==> config.mk <==
export PLATFORM = sky130hd
export DESIGN_NAME = matrix_multiply
export DESIGN_NICKNAME = d
export VERILOG_FILES = /design/src/sv/mmul_pkg.sv /design/src/sv/mmul_ram.sv /design/src/sv/mmul_mac.sv /design/src/sv/matrix_multiply.sv
export VERILOG_INCLUDE_DIRS = /design/src /design/src/sv
export SDC_FILE = /design/constraint.sdc
export NUM_CORES = 2
export LEC_CHECK = 0
export ABC_CLOCK_PERIOD_IN_PS = 13000
export BUFFER_PORTS_ARGS = -buffer_cell sky130_fd_sc_hd__buf_2
export CORE_MARGIN = 8
export CORE_UTILIZATION = 68
export CTS_BUF_LIST = sky130_fd_sc_hd__clkbuf_16
export DETAILED_ROUTE_END_ITERATION = 10
export PLACE_DENSITY_LB_ADDON = 0.1
export SETUP_SLACK_MARGIN = 0.15
export SLEW_MARGIN = 20
export SYNTH_ARGS = -nofsm -noshare
export SYNTH_HDL_FRONTEND = slang
export SYNTH_SLANG_ARGS = --single-unit
==> constraint.sdc <==
create_clock -name clock -period 13 [get_ports clock]
set_input_delay 0.65 -clock clock [delete_from_list [all_inputs] [get_ports clock]]
set_output_delay 0.65 -clock clock [all_outputs]
set_load 0.02 [all_outputs]
==> src/sv/assert_macros.svh <==
// Assertion macros used by the top-level RTL file of the matrix multiplier.
`ifndef ASSERT_MACROS_SVH
`define ASSERT_MACROS_SVH

// Check that an expression holds at every rising clock edge outside reset.
`define ASSERT_HOLDS(label, clk, rst, expr, msg) \
   label: assert property (@(posedge clk) disable iff (rst) (expr)) \
      else $error(msg);

// Check that a condition implies a consequence in the same cycle.
`define ASSERT_IMPLIES(label, clk, rst, ante, cons, msg) \
   label: assert property (@(posedge clk) disable iff (rst) (ante) |-> (cons)) \
      else $error(msg);

`endif

==> src/sv/mmul_pkg.sv <==
// Shared constants, types and helper functions of the matrix multiplier.
`default_nettype none

package mmul_pkg;

   // Sizing
   localparam int MAX_DIM    = 8;
   localparam int ELEM_WIDTH = 16;
   localparam int CFG_W      = 4;
   localparam int PROD_W     = 35;
   localparam int OUT_IDX_W  = 3;
   localparam int DIM_W      = $clog2(MAX_DIM + 1);
   localparam int IDX_W      = $clog2(MAX_DIM);
   localparam int DEPTH      = MAX_DIM * MAX_DIM;
   localparam int ADDR_W     = $clog2(DEPTH);
   localparam int CNT_W      = $clog2(DEPTH + 1);
   localparam int MUL_W      = 2 * ELEM_WIDTH;

   // Stream word widths, padded to whole bytes
   localparam int REQ_DATA_W  = ((ELEM_WIDTH + 7) / 8) * 8;
   localparam int RSP_FIELD_W = PROD_W + 2 * OUT_IDX_W;
   localparam int RSP_DATA_W  = ((RSP_FIELD_W + 7) / 8) * 8;

   // Register file
   localparam int CSR_DATA_W = 32;
   localparam int CSR_ADDR_W = 4;
   localparam logic [CFG_W-1:0] CFG_RESET_VALUE = 4'd8;
   localparam logic [CSR_ADDR_W-3:0] REG_ROWS_A    = 2'd0;
   localparam logic [CSR_ADDR_W-3:0] REG_INNER_DIM = 2'd1;
   localparam logic [CSR_ADDR_W-3:0] REG_COLS_B    = 2'd2;

   // Control word from the sequencer to the multiply-accumulate unit
   typedef struct packed {
      logic clear;   // zero the accumulator for a new product element
      logic valid;   // operands on the RAM outputs are live this cycle
   } mac_ctl_type;

   // Clamp a dimension register into 1..MAX_DIM
   function automatic logic [DIM_W-1:0] eff_dim(input logic [CFG_W-1:0] v);
      logic [DIM_W-1:0] r;
      if (v == '0) begin
         r = DIM_W'(1);
      end else if (int'(v) > MAX_DIM) begin
         r = DIM_W'(MAX_DIM);
      end else begin
         r = DIM_W'(v);
      end
      return r;
   endfunction

endpackage

`default_nettype wire

==> src/sv/mmul_ram.sv <==
// Generic single-write, single-read RAM with registered read data.
`default_nettype none

module mmul_ram #(
   parameter int WIDTH = 16,
   parameter int DEPTH = 64
) (
   input  wire logic                     clock,
   input  wire logic                     wr_en,
   input  wire logic [$clog2(DEPTH)-1:0] wr_addr,
   input  wire logic [WIDTH-1:0]         wr_data,
   input  wire logic [$clog2(DEPTH)-1:0] rd_addr,
   output logic      [WIDTH-1:0]         rd_data
);

   logic [WIDTH-1:0] mem_ff [DEPTH];

   // Write port and registered read port
   always_ff @(posedge clock) begin
      if (wr_en) begin
         mem_ff[wr_addr] <= wr_data;
      end
      rd_data <= mem_ff[rd_addr];
   end

endmodule

`default_nettype wire

==> src/sv/mmul_mac.sv <==
// Shared multiply-accumulate unit: registered multiply, then accumulate.
`default_nettype none

module mmul_mac (
   input  wire logic                                clock,
   input  wire logic                                reset,
   input  wire mmul_pkg::mac_ctl_type               ctl,
   input  wire logic [mmul_pkg::ELEM_WIDTH-1:0]     a_data,
   input  wire logic [mmul_pkg::ELEM_WIDTH-1:0]     b_data,
   output logic                                     busy,
   output logic      [mmul_pkg::PROD_W-1:0]         acc
);
   import mmul_pkg::*;

   logic                     mul_valid_ff;
   logic signed [MUL_W-1:0]  prod_ff;
   logic [PROD_W-1:0]        acc_ff;

   // Multiply stage valid
   always_ff @(posedge clock) begin
      if (reset) begin
         mul_valid_ff <= 1'b0;
      end else begin
         mul_valid_ff <= ctl.valid;
      end
   end

   // Multiply, then add the sign-extended product; wrap to the result width
   always_ff @(posedge clock) begin
      prod_ff <= $signed(a_data) * $signed(b_data);
      if (ctl.clear) begin
         acc_ff <= '0;
      end else if (mul_valid_ff) begin
         acc_ff <= acc_ff + PROD_W'(prod_ff);
      end
   end

   assign busy = mul_valid_ff;
   assign acc  = acc_ff;

endmodule

`default_nettype wire

==> src/sv/matrix_multiply.sv <==
// Matrix multiplier: load takes one element per cycle while idle, with no result.
// After the word that fills B, each product element is accumulated over the inner
// dimension on the shared multiply-accumulate unit, then drained and emitted as one word.
// req_tready is low for the whole run of rows_a * cols_b product elements.
// Reset sets the dimension registers to 8 and the load counters to zero;
// the element RAMs are not cleared and hold nothing defined until loaded.
`default_nettype none

module matrix_multiply (
   input  wire logic                                clock,
   input  wire logic                                reset,
   // Input stream
   input  wire logic                                req_tvalid,
   output logic                                     req_tready,
   input  wire logic [mmul_pkg::REQ_DATA_W-1:0]     req_tdata,  // [15:0] element_value
   input  wire logic                                req_tuser,  // [0] matrix_sel
   // Result stream
   output logic                                     rsp_tvalid,
   input  wire logic                                rsp_tready,
   output logic      [mmul_pkg::RSP_DATA_W-1:0]     rsp_tdata,  // [34:0] product_value,
                                                                // [37:35] out_row,
                                                                // [40:38] out_col
   output logic                                     rsp_tlast,  // is_last
   // Register port
   input  wire logic                                csr_psel,
   input  wire logic                                csr_penable,
   input  wire logic                                csr_pwrite,
   input  wire logic [mmul_pkg::CSR_ADDR_W-1:0]     csr_paddr,
   input  wire logic [mmul_pkg::CSR_DATA_W-1:0]     csr_pwdata,
   output logic      [mmul_pkg::CSR_DATA_W-1:0]     csr_prdata,
   output logic                                     csr_pready
);
   import mmul_pkg::*;

`include "assert_macros.svh"

   typedef enum logic [2:0] {
      S_IDLE  = 3'b001,
      S_ISSUE = 3'b010,
      S_EMIT  = 3'b100
   } state_type;

   state_type           state_ff, state_in;
   logic [CFG_W-1:0]    rows_ff, inner_ff, cols_ff;
   logic [CNT_W-1:0]    a_cnt_ff, a_cnt_in, b_cnt_ff, b_cnt_in;
   logic [IDX_W-1:0]    i_ff, i_in, j_ff, j_in, k_ff, k_in;
   logic [ADDR_W-1:0]   a_base_ff, a_base_in, a_ptr_ff, a_ptr_in, b_ptr_ff, b_ptr_in;
   logic                rd_valid_ff;
   logic                rsp_valid_ff;
   logic [PROD_W-1:0]   rsp_prod_ff;
   logic [OUT_IDX_W-1:0] rsp_row_ff, rsp_col_ff;
   logic                rsp_last_ff;

   logic [DIM_W-1:0]    nr, nk, nc;
   logic [CNT_W-1:0]    a_total, b_total;
   logic [CNT_W-1:0]    a_idx, b_idx, a_next, b_next;
   logic                req_take, a_wr_en, b_wr_en, b_full;
   logic                out_free, pipe_empty, last_i, last_j, last_k, emit;
   logic                csr_wr;
   logic [ELEM_WIDTH-1:0] elem;
   logic [ELEM_WIDTH-1:0] a_rd_data, b_rd_data;
   logic [PROD_W-1:0]   mac_acc;
   logic                mac_busy;
   mac_ctl_type         mac_ctl;

   // Register port
   assign csr_pready = 1'b1;
   assign csr_wr     = csr_psel & csr_penable & csr_pwrite & csr_pready;

   always_ff @(posedge clock) begin
      if (reset) begin
         rows_ff  <= CFG_RESET_VALUE;
         inner_ff <= CFG_RESET_VALUE;
         cols_ff  <= CFG_RESET_VALUE;
      end else if (csr_wr) begin
         case (csr_paddr[CSR_ADDR_W-1:2])
            REG_ROWS_A:    rows_ff  <= csr_pwdata[CFG_W-1:0];
            REG_INNER_DIM: inner_ff <= csr_pwdata[CFG_W-1:0];
            REG_COLS_B:    cols_ff  <= csr_pwdata[CFG_W-1:0];
            default: ;
         endcase
      end
   end

   always_comb begin
      case (csr_paddr[CSR_ADDR_W-1:2])
         REG_ROWS_A:    csr_prdata = CSR_DATA_W'(rows_ff);
         REG_INNER_DIM: csr_prdata = CSR_DATA_W'(inner_ff);
         REG_COLS_B:    csr_prdata = CSR_DATA_W'(cols_ff);
         default:       csr_prdata = '0;
      endcase
   end

   // Effective sizes
   assign nr      = eff_dim(rows_ff);
   assign nk      = eff_dim(inner_ff);
   assign nc      = eff_dim(cols_ff);
   assign a_total = CNT_W'(nr) * CNT_W'(nk);
   assign b_total = CNT_W'(nk) * CNT_W'(nc);

   // Load path: restart a counter left beyond its matrix, write, advance
   assign elem       = req_tdata[ELEM_WIDTH-1:0];
   assign req_tready = (state_ff == S_IDLE);
   assign req_take   = req_tvalid & req_tready;
   assign a_wr_en    = req_take & ~req_tuser;
   assign b_wr_en    = req_take & req_tuser;
   assign a_idx      = (a_cnt_ff >= a_total) ? '0 : a_cnt_ff;
   assign b_idx      = (b_cnt_ff >= b_total) ? '0 : b_cnt_ff;
   assign a_next     = a_idx + CNT_W'(1);
   assign b_next     = b_idx + CNT_W'(1);
   assign b_full     = (b_next >= b_total);

   always_comb begin
      a_cnt_in = a_cnt_ff;
      b_cnt_in = b_cnt_ff;
      if (a_wr_en) begin
         a_cnt_in = (a_next >= a_total) ? '0 : a_next;
      end
      if (b_wr_en) begin
         b_cnt_in = b_full ? '0 : b_next;
      end
   end

   // Element stores
   mmul_ram #(.WIDTH(ELEM_WIDTH), .DEPTH(DEPTH)) u_a_ram (
      .clock   (clock),
      .wr_en   (a_wr_en),
      .wr_addr (a_idx[ADDR_W-1:0]),
      .wr_data (elem),
      .rd_addr (a_ptr_ff),
      .rd_data (a_rd_data)
   );

   mmul_ram #(.WIDTH(ELEM_WIDTH), .DEPTH(DEPTH)) u_b_ram (
      .clock   (clock),
      .wr_en   (b_wr_en),
      .wr_addr (b_idx[ADDR_W-1:0]),
      .wr_data (elem),
      .rd_addr (b_ptr_ff),
      .rd_data (b_rd_data)
   );

   // Sequencer: walk k for each (i, j), then drain and emit
   assign out_free   = ~rsp_valid_ff | rsp_tready;
   assign pipe_empty = ~rd_valid_ff & ~mac_busy;
   assign last_i     = (DIM_W'(i_ff) == nr - DIM_W'(1));
   assign last_j     = (DIM_W'(j_ff) == nc - DIM_W'(1));
   assign last_k     = (DIM_W'(k_ff) == nk - DIM_W'(1));
   assign emit       = (state_ff == S_EMIT) & pipe_empty & out_free;

   always_comb begin
      state_in  = state_ff;
      i_in      = i_ff;
      j_in      = j_ff;
      k_in      = k_ff;
      a_base_in = a_base_ff;
      a_ptr_in  = a_ptr_ff;
      b_ptr_in  = b_ptr_ff;
      mac_ctl.clear = 1'b0;
      mac_ctl.valid = rd_valid_ff;
      case (state_ff)
         S_IDLE: begin
            if (b_wr_en && b_full) begin
               state_in      = S_ISSUE;
               i_in          = '0;
               j_in          = '0;
               k_in          = '0;
               a_base_in     = '0;
               a_ptr_in      = '0;
               b_ptr_in      = '0;
               mac_ctl.clear = 1'b1;
            end
         end
         S_ISSUE: begin
            a_ptr_in = a_ptr_ff + ADDR_W'(1);
            b_ptr_in = b_ptr_ff + ADDR_W'(nc);
            k_in     = k_ff + IDX_W'(1);
            if (last_k) begin
               state_in = S_EMIT;
            end
         end
         S_EMIT: begin
            if (emit) begin
               if (last_i && last_j) begin
                  state_in = S_IDLE;
               end else begin
                  state_in      = S_ISSUE;
                  k_in          = '0;
                  mac_ctl.clear = 1'b1;
                  if (last_j) begin
                     j_in      = '0;
                     i_in      = i_ff + IDX_W'(1);
                     a_base_in = a_base_ff + ADDR_W'(nk);
                     a_ptr_in  = a_base_ff + ADDR_W'(nk);
                     b_ptr_in  = '0;
                  end else begin
                     j_in     = j_ff + IDX_W'(1);
                     a_ptr_in = a_base_ff;
                     b_ptr_in = ADDR_W'(j_ff) + ADDR_W'(1);
                  end
               end
            end
         end
         default: begin
            state_in = S_IDLE;
         end
      endcase
   end

   always_ff @(posedge clock) begin
      if (reset) begin
         state_ff    <= S_IDLE;
         a_cnt_ff    <= '0;
         b_cnt_ff    <= '0;
         rd_valid_ff <= 1'b0;
      end else begin
         state_ff    <= state_in;
         a_cnt_ff    <= a_cnt_in;
         b_cnt_ff    <= b_cnt_in;
         rd_valid_ff <= (state_ff == S_ISSUE);
      end
   end

   always_ff @(posedge clock) begin
      i_ff      <= i_in;
      j_ff      <= j_in;
      k_ff      <= k_in;
      a_base_ff <= a_base_in;
      a_ptr_ff  <= a_ptr_in;
      b_ptr_ff  <= b_ptr_in;
   end

   // Shared multiply-accumulate
   mmul_mac u_mac (
      .clock  (clock),
      .reset  (reset),
      .ctl    (mac_ctl),
      .a_data (a_rd_data),
      .b_data (b_rd_data),
      .busy   (mac_busy),
      .acc    (mac_acc)
   );

   // Output register: load a finished word, drop it once taken
   always_ff @(posedge clock) begin
      if (reset) begin
         rsp_valid_ff <= 1'b0;
      end else if (emit) begin
         rsp_valid_ff <= 1'b1;
      end else if (rsp_tready) begin
         rsp_valid_ff <= 1'b0;
      end
   end

   always_ff @(posedge clock) begin
      if (emit) begin
         rsp_prod_ff <= mac_acc;
         rsp_row_ff  <= OUT_IDX_W'(i_ff);
         rsp_col_ff  <= OUT_IDX_W'(j_ff);
         rsp_last_ff <= last_i & last_j;
      end
   end

   assign rsp_tvalid = rsp_valid_ff;
   assign rsp_tdata  = RSP_DATA_W'({rsp_col_ff, rsp_row_ff, rsp_prod_ff});
   assign rsp_tlast  = rsp_last_ff;

   // Checks
   `ASSERT_IMPLIES(a_ready_pipe_empty, clock, reset, req_tready, pipe_empty,
      "input accepted while products are still in flight")
   `ASSERT_IMPLIES(a_clear_pipe_empty, clock, reset, mac_ctl.clear, pipe_empty,
      "accumulator cleared with products in flight")
   `ASSERT_IMPLIES(a_last_idle, clock, reset, emit && last_i && last_j,
      state_in == S_IDLE, "sequencer still busy after the last word")
   `ASSERT_HOLDS(a_read_range, clock, reset,
      (state_ff != S_ISSUE) ||
      ((CNT_W'(a_ptr_ff) < a_total) && (CNT_W'(b_ptr_ff) < b_total)),
      "store read beyond the loaded matrix")

endmodule

`default_nettype wire

=== After elaboration in Yosys (flattened, before gate mapping) ===
Memories as Yosys holds them, arrays and structs flattened. A register that Yosys moved wholly into a read port is not among the register bits.
Index checks and enable logic that the tools add are counted.

* Register bits: 168
* RAM bits: 2,048
* Bits of input ports: 60
* Output and inout bits: 84
* Logic and storage cells: 137
* Memories: 2

* Add/sub/neg operators: 13
* Multiply operators: 3
* Order comparisons: 7
* Equal/unequal tests: 13
* Mux-type cells: 48
* Bitwise gates (word level): 14
* Reductions and logical operators: 16

{| class="wikitable"
|+ Memories
! memory !! words !! bits a word !! read ports !! clocked after memory_dff !! wr ports !! line !! source
|-
| u_a_ram.mem_ff || 64 || 16 || 1 || 1 || 1 || mmul_ram.sv:16 || <nowiki>logic [WIDTH-1:0] mem_ff [DEPTH];</nowiki>
|-
| u_b_ram.mem_ff || 64 || 16 || 1 || 1 || 1 || mmul_ram.sv:16 ||
|}

{| class="wikitable"
|+ Operators by type and width
! operator !! count
|-
| two-way mux 3 bit || 12
|-
| two-way mux 6 bit || 6
|-
| case mux 6 bit (3 select lines) || 2
|-
| adder 35 bit || 1
|-
| multiplier 16 x 16 -> 32 bit || 1
|-
| >= comparator 7 bit || 4
|-
| two-way mux 4 bit || 7
|-
| two-way mux 7 bit || 4
|-
| case mux 3 bit (3 select lines) || 2
|-
| adder 7 x 1 -> 7 bit, second input constant || 2
|-
| multiplier 4 x 4 -> 7 bit || 2
|-
| adder 6 x 4 -> 6 bit || 2
|-
| == test 3 x 4 -> 1 bit || 3
|-
| greater-than comparator 4 bit, second input constant || 3
|-
| logical NOT 4 bit || 3
|-
| case mux 3 bit (2 select lines) || 2
|-
| case mux 4 bit (3 select lines) || 1
|-
| case mux 6 bit (2 select lines) || 1
|-
| subtractor 4 x 1 -> 4 bit, second input constant || 3
|-
| adder 3 x 1 -> 3 bit, second input constant || 3
|-
| bitwise AND 1 bit || 9
|-
| two-way mux 1 bit || 9
|-
| != test 2 bit, second input constant || 4
|-
| AND reduction 4 bit || 2
|-
| other kinds (19) || 26
|}

=== Depth between registers and ports, before layout ===
* Depth after elaboration: 11
* Gate-level depth with buffers: 32
* Gate-level depth less buffers: 30

=== By module ===
A second synthesis with hierarchy kept.

* Cells, all modules: 5,760
* Area total of the unflattened synthesis: 99,905.8 um^2

{| class="wikitable"
|+ By module, submodules not included
! module !! instances !! cells an instance !! area each (um^2) !! sequential area each (um^2)
|-
| mmul_ram || 2 || 1,829 || 40,042.2 || 31,069.8
|-
| mmul_mac || 1 || 1,491 || 13,492.9 || 1,361.3
|-
| matrix_multiply || 1 || 611 || 6,328.6 || 2,692.6
|}

=== Worst setup path after synthesis ===
Ideal clock, no wire load.

* Path kind: reg-to-reg
* Start point: register inner_ff[3]
* End point: register a_ptr_ff[0], enable pin
* Library setup time: 358 ps
* Arrival time: 6,362 ps
* Data required time: 12,642 ps
* Slack: 6,280 ps
* Cell stages (with the launch flop): 30
* Path buffers: 2
* Clock period less this slack: 6,720 ps
* Path through: dfxtp_1 > clkbuf_1 > nor2_1 > clkinv_1 > nor2_1 > fa_1 > fa_1 > fa_1 > xnor2_1 > ha_1 > a21oi_1 > o21ai_1 > maj3_1 > a21o_1 > o21ai_0 > nand2_1 > inv_1 > ha_1 > nand3_1 > xnor2_1 > nor2_1 > ha_1 > nor2_1 > a21oi_1 > o31a_1 > o31ai_1 > a21oi_1 > a21o_1 > buf_2 > nand2b_1

* Longest elaborated chain between the ends: 11
* Elaborated cells on any way between the ends: 12
* Classes of those cells: add/sub (1); mul (1); order compare (3); eq/ne (1); mux (3); reduce/logical (3)

{| class="wikitable"
|+ RTL lines
! element !! line !! source
|-
| start, declared || matrix_multiply.sv:44 || <nowiki>logic [CFG_W-1:0] rows_ff, inner_ff, cols_ff;</nowiki>
|-
| start signal, assigned || matrix_multiply.sv:78 || <nowiki>REG_INNER_DIM: inner_ff <= csr_pwdata[CFG_W-1:0];</nowiki>
|-
| greater-than comparator 4 bit || mmul_pkg.sv:43 || <nowiki>end else if (int'(v) > MAX_DIM) begin</nowiki>
|-
| two-way mux 4 bit || mmul_pkg.sv:43 ||
|-
| two-way mux 4 bit (*) || mmul_pkg.sv:41 || <nowiki>if (v == '0) begin</nowiki>
|-
| multiplier 4 x 4 -> 7 bit (*) || matrix_multiply.sv:99 || <nowiki>assign b_total = CNT_W'(nk) * CNT_W'(nc);</nowiki>
|-
| >= comparator 7 bit || matrix_multiply.sv:108 || <nowiki>assign b_idx = (b_cnt_ff >= b_total) ? '0 : b_cnt_ff;</nowiki>
|-
| two-way mux 7 bit || matrix_multiply.sv:108 ||
|-
| adder 7 x 1 -> 7 bit || matrix_multiply.sv:110 || <nowiki>assign b_next = b_idx + CNT_W'(1);</nowiki>
|-
| >= comparator 7 bit (*) || matrix_multiply.sv:111 || <nowiki>assign b_full = (b_next >= b_total);</nowiki>
|-
| logical AND 1 bit (*) || matrix_multiply.sv:163 || <nowiki>if (b_wr_en && b_full) begin</nowiki>
|-
| != test 2 x 1 -> 1 bit (no line) (*) || -- ||
|-
| AND reduction 4 bit (no line) (*) || -- ||
|-
| end signal, assigned || matrix_multiply.sv:229 || <nowiki>a_ptr_ff <= a_ptr_in;</nowiki>
|-
| end, declared || matrix_multiply.sv:47 || <nowiki>logic [ADDR_W-1:0] a_base_ff, a_base_in, a_ptr_ff, a_ptr_in, b_ptr_ff, b_ptr_in;</nowiki>
|}

Every way passes the cells marked *; elsewhere a longest branch is shown, timed or not.
A chain may end at the register's enable or synchronous reset.

=== Worst setup path in the final report ===
* Start point: register inner_ff[3]
* End point: register a_ptr_ff[4], enable pin

The elaborated chain is that of the path after synthesis.

==> metrics.md <==
| Metric | Value |
|---|---|
| Status | `finished clean` |
| Largest net degree at the start of global routing | `138` |
| Grt total ovfl | `0` |
| CORE AREA | `0.145 mm^2` |
| Overall power | `16.4 mW` |
| Syn avg cell area | `17.5 um^2` |
| Hold Slack | `0.124 ns` |
| First-pass DRT Iterations | `5` |
| DRC | `0` |
| RSZ-0062 raised after global routing | `false` |
| IO buf count | `77` |
| WS Path Type | `reg2reg` |
| Pre-CTS setup slack | `4.83 ns` |
| Total CTS buffers | `210` |
| Post-synth ARST share | `0%` |
| Clock insertion delay at the later pin of the skew report | `0.87 ns` |
| TNS Setup | `0 ns` |
| Root buf cell | `clkbuf_16` |
| Clock buffer depth | `3` |
| CTS H-tree depth | `4` |
| Post-synthesis register bit count | `2248` |
| Synth Flop Type | `edfxtp_1` |
| Starting Density | `68.2%` |
| Die W | `397 um` |
| # Max-Cap Violations | `0` |
| Final Worst Setup Slack | `4.71 ns` |
| Cells after Synth | `5646` |
| Sequential share of the synthesized area | `67.0%` |
| Max FO, Critical Path | `46` |
| First-pass GRT wire length | `344000 um` |
| Boundary pin count | `144` |
| Post-CTS Resized | `0` |
| Initial DRC Count | `6059` |
| Clk slew on worst S/H paths | `0.06 ns` |
| Fin util | `74.9%` |
| Placed insts | `7522` |
| Clk_skew | `0.0576 ns` |
| Worst setup EP type | `register` |
| Arr. time, crit path | `8.73 ns` |
| Clock sink count | `2248` |
| GPL Wtd Cong | `0.857` |
| P&R area growth vs syn | `9.90%` |
| Total Wirelength | `232000 um` |
| Leakage | `38.6 nW` |
| Filler cell count | `8160` |
| Initial antenna violation count | `9` |
| GRT Util Overall | `29.6%` |
| Slew margin rel. | `23.3%` |
| Pins Over Slew Limit | `0` |
| Final worst path period share | `63.8%` |
| Post-CTS Setup Repair Bufs | `0` |
| # rows | `140` |
| CTS tree | `built` |
| Max Fclk | `121 MHz` |
| Hold Path Class | `in2reg` |
| Hold Fails Final Rpt | `0` |
| Die area | `0.158 mm^2` |
| Antenna-violating nets left | `0` |
| Req. time, crit path | `13.44 ns` |
| Slew of the pin with the lowest slew margin | `1.15 ns` |
| CTS Hold Bufs | `0` |
| Share of cells above drive strength 1 | `18.9%` |
| Routed via count | `52235` |
| Finished Layout Cells | `7918` |
| Peak supply drop | `0.169 mV` |
| DIE HEIGHT | `397 um` |
| # setup viols final | `0` |
| Dpl hpwl | `134000 um` |
| Synth cell types | `82` |
| Min Tclk post-route | `8.29 ns` |
| Area post-placement | `0.102 mm^2` |
| DR WL/cell | `29.3 um` |
| Commonest cells after routing, fill and taps aside | `edfxtp_1, mux4_2, inv_1` |
| CP Launch Type | `register` |
| PwrDens | `151 mW/mm^2` |
| Vias/cell | `6.60` |
| Mapped Area | `0.0988 mm^2` |
| Design Area, Final | `0.109 mm^2` |
| Post-synth EDFFs | `2117` |
| Nets | `6329` |
| Synth Warn # | `0` |
| Vias in the first global route | `52745` |
| Commonest non-fill, non-tap cell in the layout | `edfxtp_1` |
==> cell usage after synthesis, types with 4 or more instances <==
| library cell | count | area, um^2 |
|---|---|---|
| edfxtp_1 | 2117 | 63600 |
| mux4_2 | 480 | 10800 |
| inv_1 | 334 | 1250 |
| nor2_1 | 291 | 1090 |
| fa_1 | 273 | 5470 |
| nand2_1 | 270 | 1010 |
| mux2i_1 | 233 | 2330 |
| a21oi_1 | 206 | 1030 |
| clkbuf_1 | 202 | 758 |
| ha_1 | 177 | 2210 |
| dfxtp_1 | 131 | 2620 |
| and2_1 | 114 | 713 |
| o21ai_0 | 88 | 440 |
| o22ai_1 | 72 | 450 |
| xnor2_1 | 71 | 622 |
| mux2_2 | 65 | 732 |
| o221ai_1 | 64 | 561 |
| buf_1 | 55 | 206 |
| a21o_1 | 52 | 390 |
| buf_4 | 36 | 270 |
| xor2_1 | 33 | 289 |
| nand3_1 | 31 | 155 |
| nand2b_1 | 29 | 181 |
| nor3_1 | 25 | 125 |
| o21ai_1 | 20 | 100 |
| nor2b_1 | 17 | 106 |
| nand4_1 | 12 | 75.1 |
| o21a_1 | 12 | 90.1 |
| a211oi_1 | 10 | 75.1 |
| or3_1 | 10 | 62.6 |
| o21bai_1 | 8 | 60.1 |
| o211ai_1 | 7 | 52.6 |
| a31oi_1 | 6 | 37.5 |
| buf_2 | 6 | 30.0 |
| o31ai_1 | 6 | 45.0 |
| a22oi_1 | 5 | 37.5 |
| a211o_1 | 4 | 35.0 |
| and3_1 | 4 | 25.0 |
| nand4b_1 | 4 | 35.0 |
| nor3b_1 | 4 | 30.0 |
| or2_2 | 4 | 25.0 |
==> kinds of logic (layout without fill, tap and decap cells) <==
kind of cell | after synthesis | in the layout | share of synthesized area, %
xor+xnor | 105 | 105 | 0.939
compound gates | 590 | 590 | 3.77
flops | 2248 | 2248 | 67.0
other cells | 2 | 38 | 0.00760
mux | 778 | 778 | 14.0
fa+ha+maj | 451 | 451 | 7.79
simple gates | 834 | 834 | 3.85
buf+inv | 638 | 957 | 2.58
==> sequential cells by signal, summed over array words and instances (netlist names), 3 cells and up <==
name / flops
u_b_ram.mem_ff: 1024
u_b_ram.rd_data: 16
cols_ff: 4
b_cnt_ff: 7
a_base_ff: 6
rsp_col_ff: 3
j_ff: 3
k_ff: 3
rows_ff: 4
rsp_row_ff: 3
u_a_ram.mem_ff: 1024
b_ptr_ff: 6
a_ptr_ff: 6
u_mac.prod_ff: 32
state_ff: 3
a_cnt_ff: 7
u_mac.acc: 35
i_ff: 3
rsp_prod_ff: 35
inner_ff: 4
u_a_ram.rd_data: 16
==> critical path, cell delays in order, from the launching register on <==
cell	delay [ns]
dfxtp_1	0.43
nor2_1	0.27
clkinv_1	0.32
nor2_1	0.24
fa_1	0.47
fa_1	0.53
fa_1	0.43
xnor2_1	0.42
ha_1	0.34
a21oi_1	0.15
o21ai_1	0.21
maj3_1	0.44
o21ai_0	0.41
nand2_1	0.14
inv_1	0.10
ha_1	0.18
nand3_1	0.13
xnor2_1	0.20
nor2_1	0.08
ha_1	0.29
nor2_1	0.04
a21oi_1	0.22
o31a_1	0.22
o31ai_1	0.11
a21oi_1	0.29
a21o_1	0.12
buf_4	0.46
nand2b_1	0.65
==> metal layers <==
layer / routed length [um] / track usage, %
met4: 8730 / 10.4
met5: 38 / 0
met2: 109000 / 45.7
met3: 24700 / 6.99
met1: 89600 / 42.2
==> layout make-up <==
type	instances	area, um^2	share of cell area, %
flip-flops and latches	2248	66200	61.0
clock inverters	181	1440	1.33
clock buffers	211	5280	4.86
multi-input cells	2794	30300	27.9
well taps	1917	2400	2.21
repair buffers	228	1670	1.54
inverters	337	1260	1.17
diodes	2	5.00	0.00461
==> power by group <==
part           leakage (nW)  switching (mW)  internal (mW)
clock network          3.50            2.67           3.28
registers              20.1          0.0690           8.03
logic                  14.9            1.34          0.979
==> worst paths after layout <==
| path | start | to | slack (ns) | depth (start not counted) |
|---|---|---|---|---|
| worst max-delay path | inner_ff[3] | a_ptr_ff[4] | 4.71 | 27 |
| worst max register to register | inner_ff[3] | a_ptr_ff[4] | 4.71 | 27 |
| worst min-delay path | csr_pwdata[3] | rows_ff[3] | 0.12 | 3 |
| worst min register to register | u_mac.acc[34] | rsp_prod_ff[34] | 0.47 | 0 |
(Power assumes the default switching activity.)
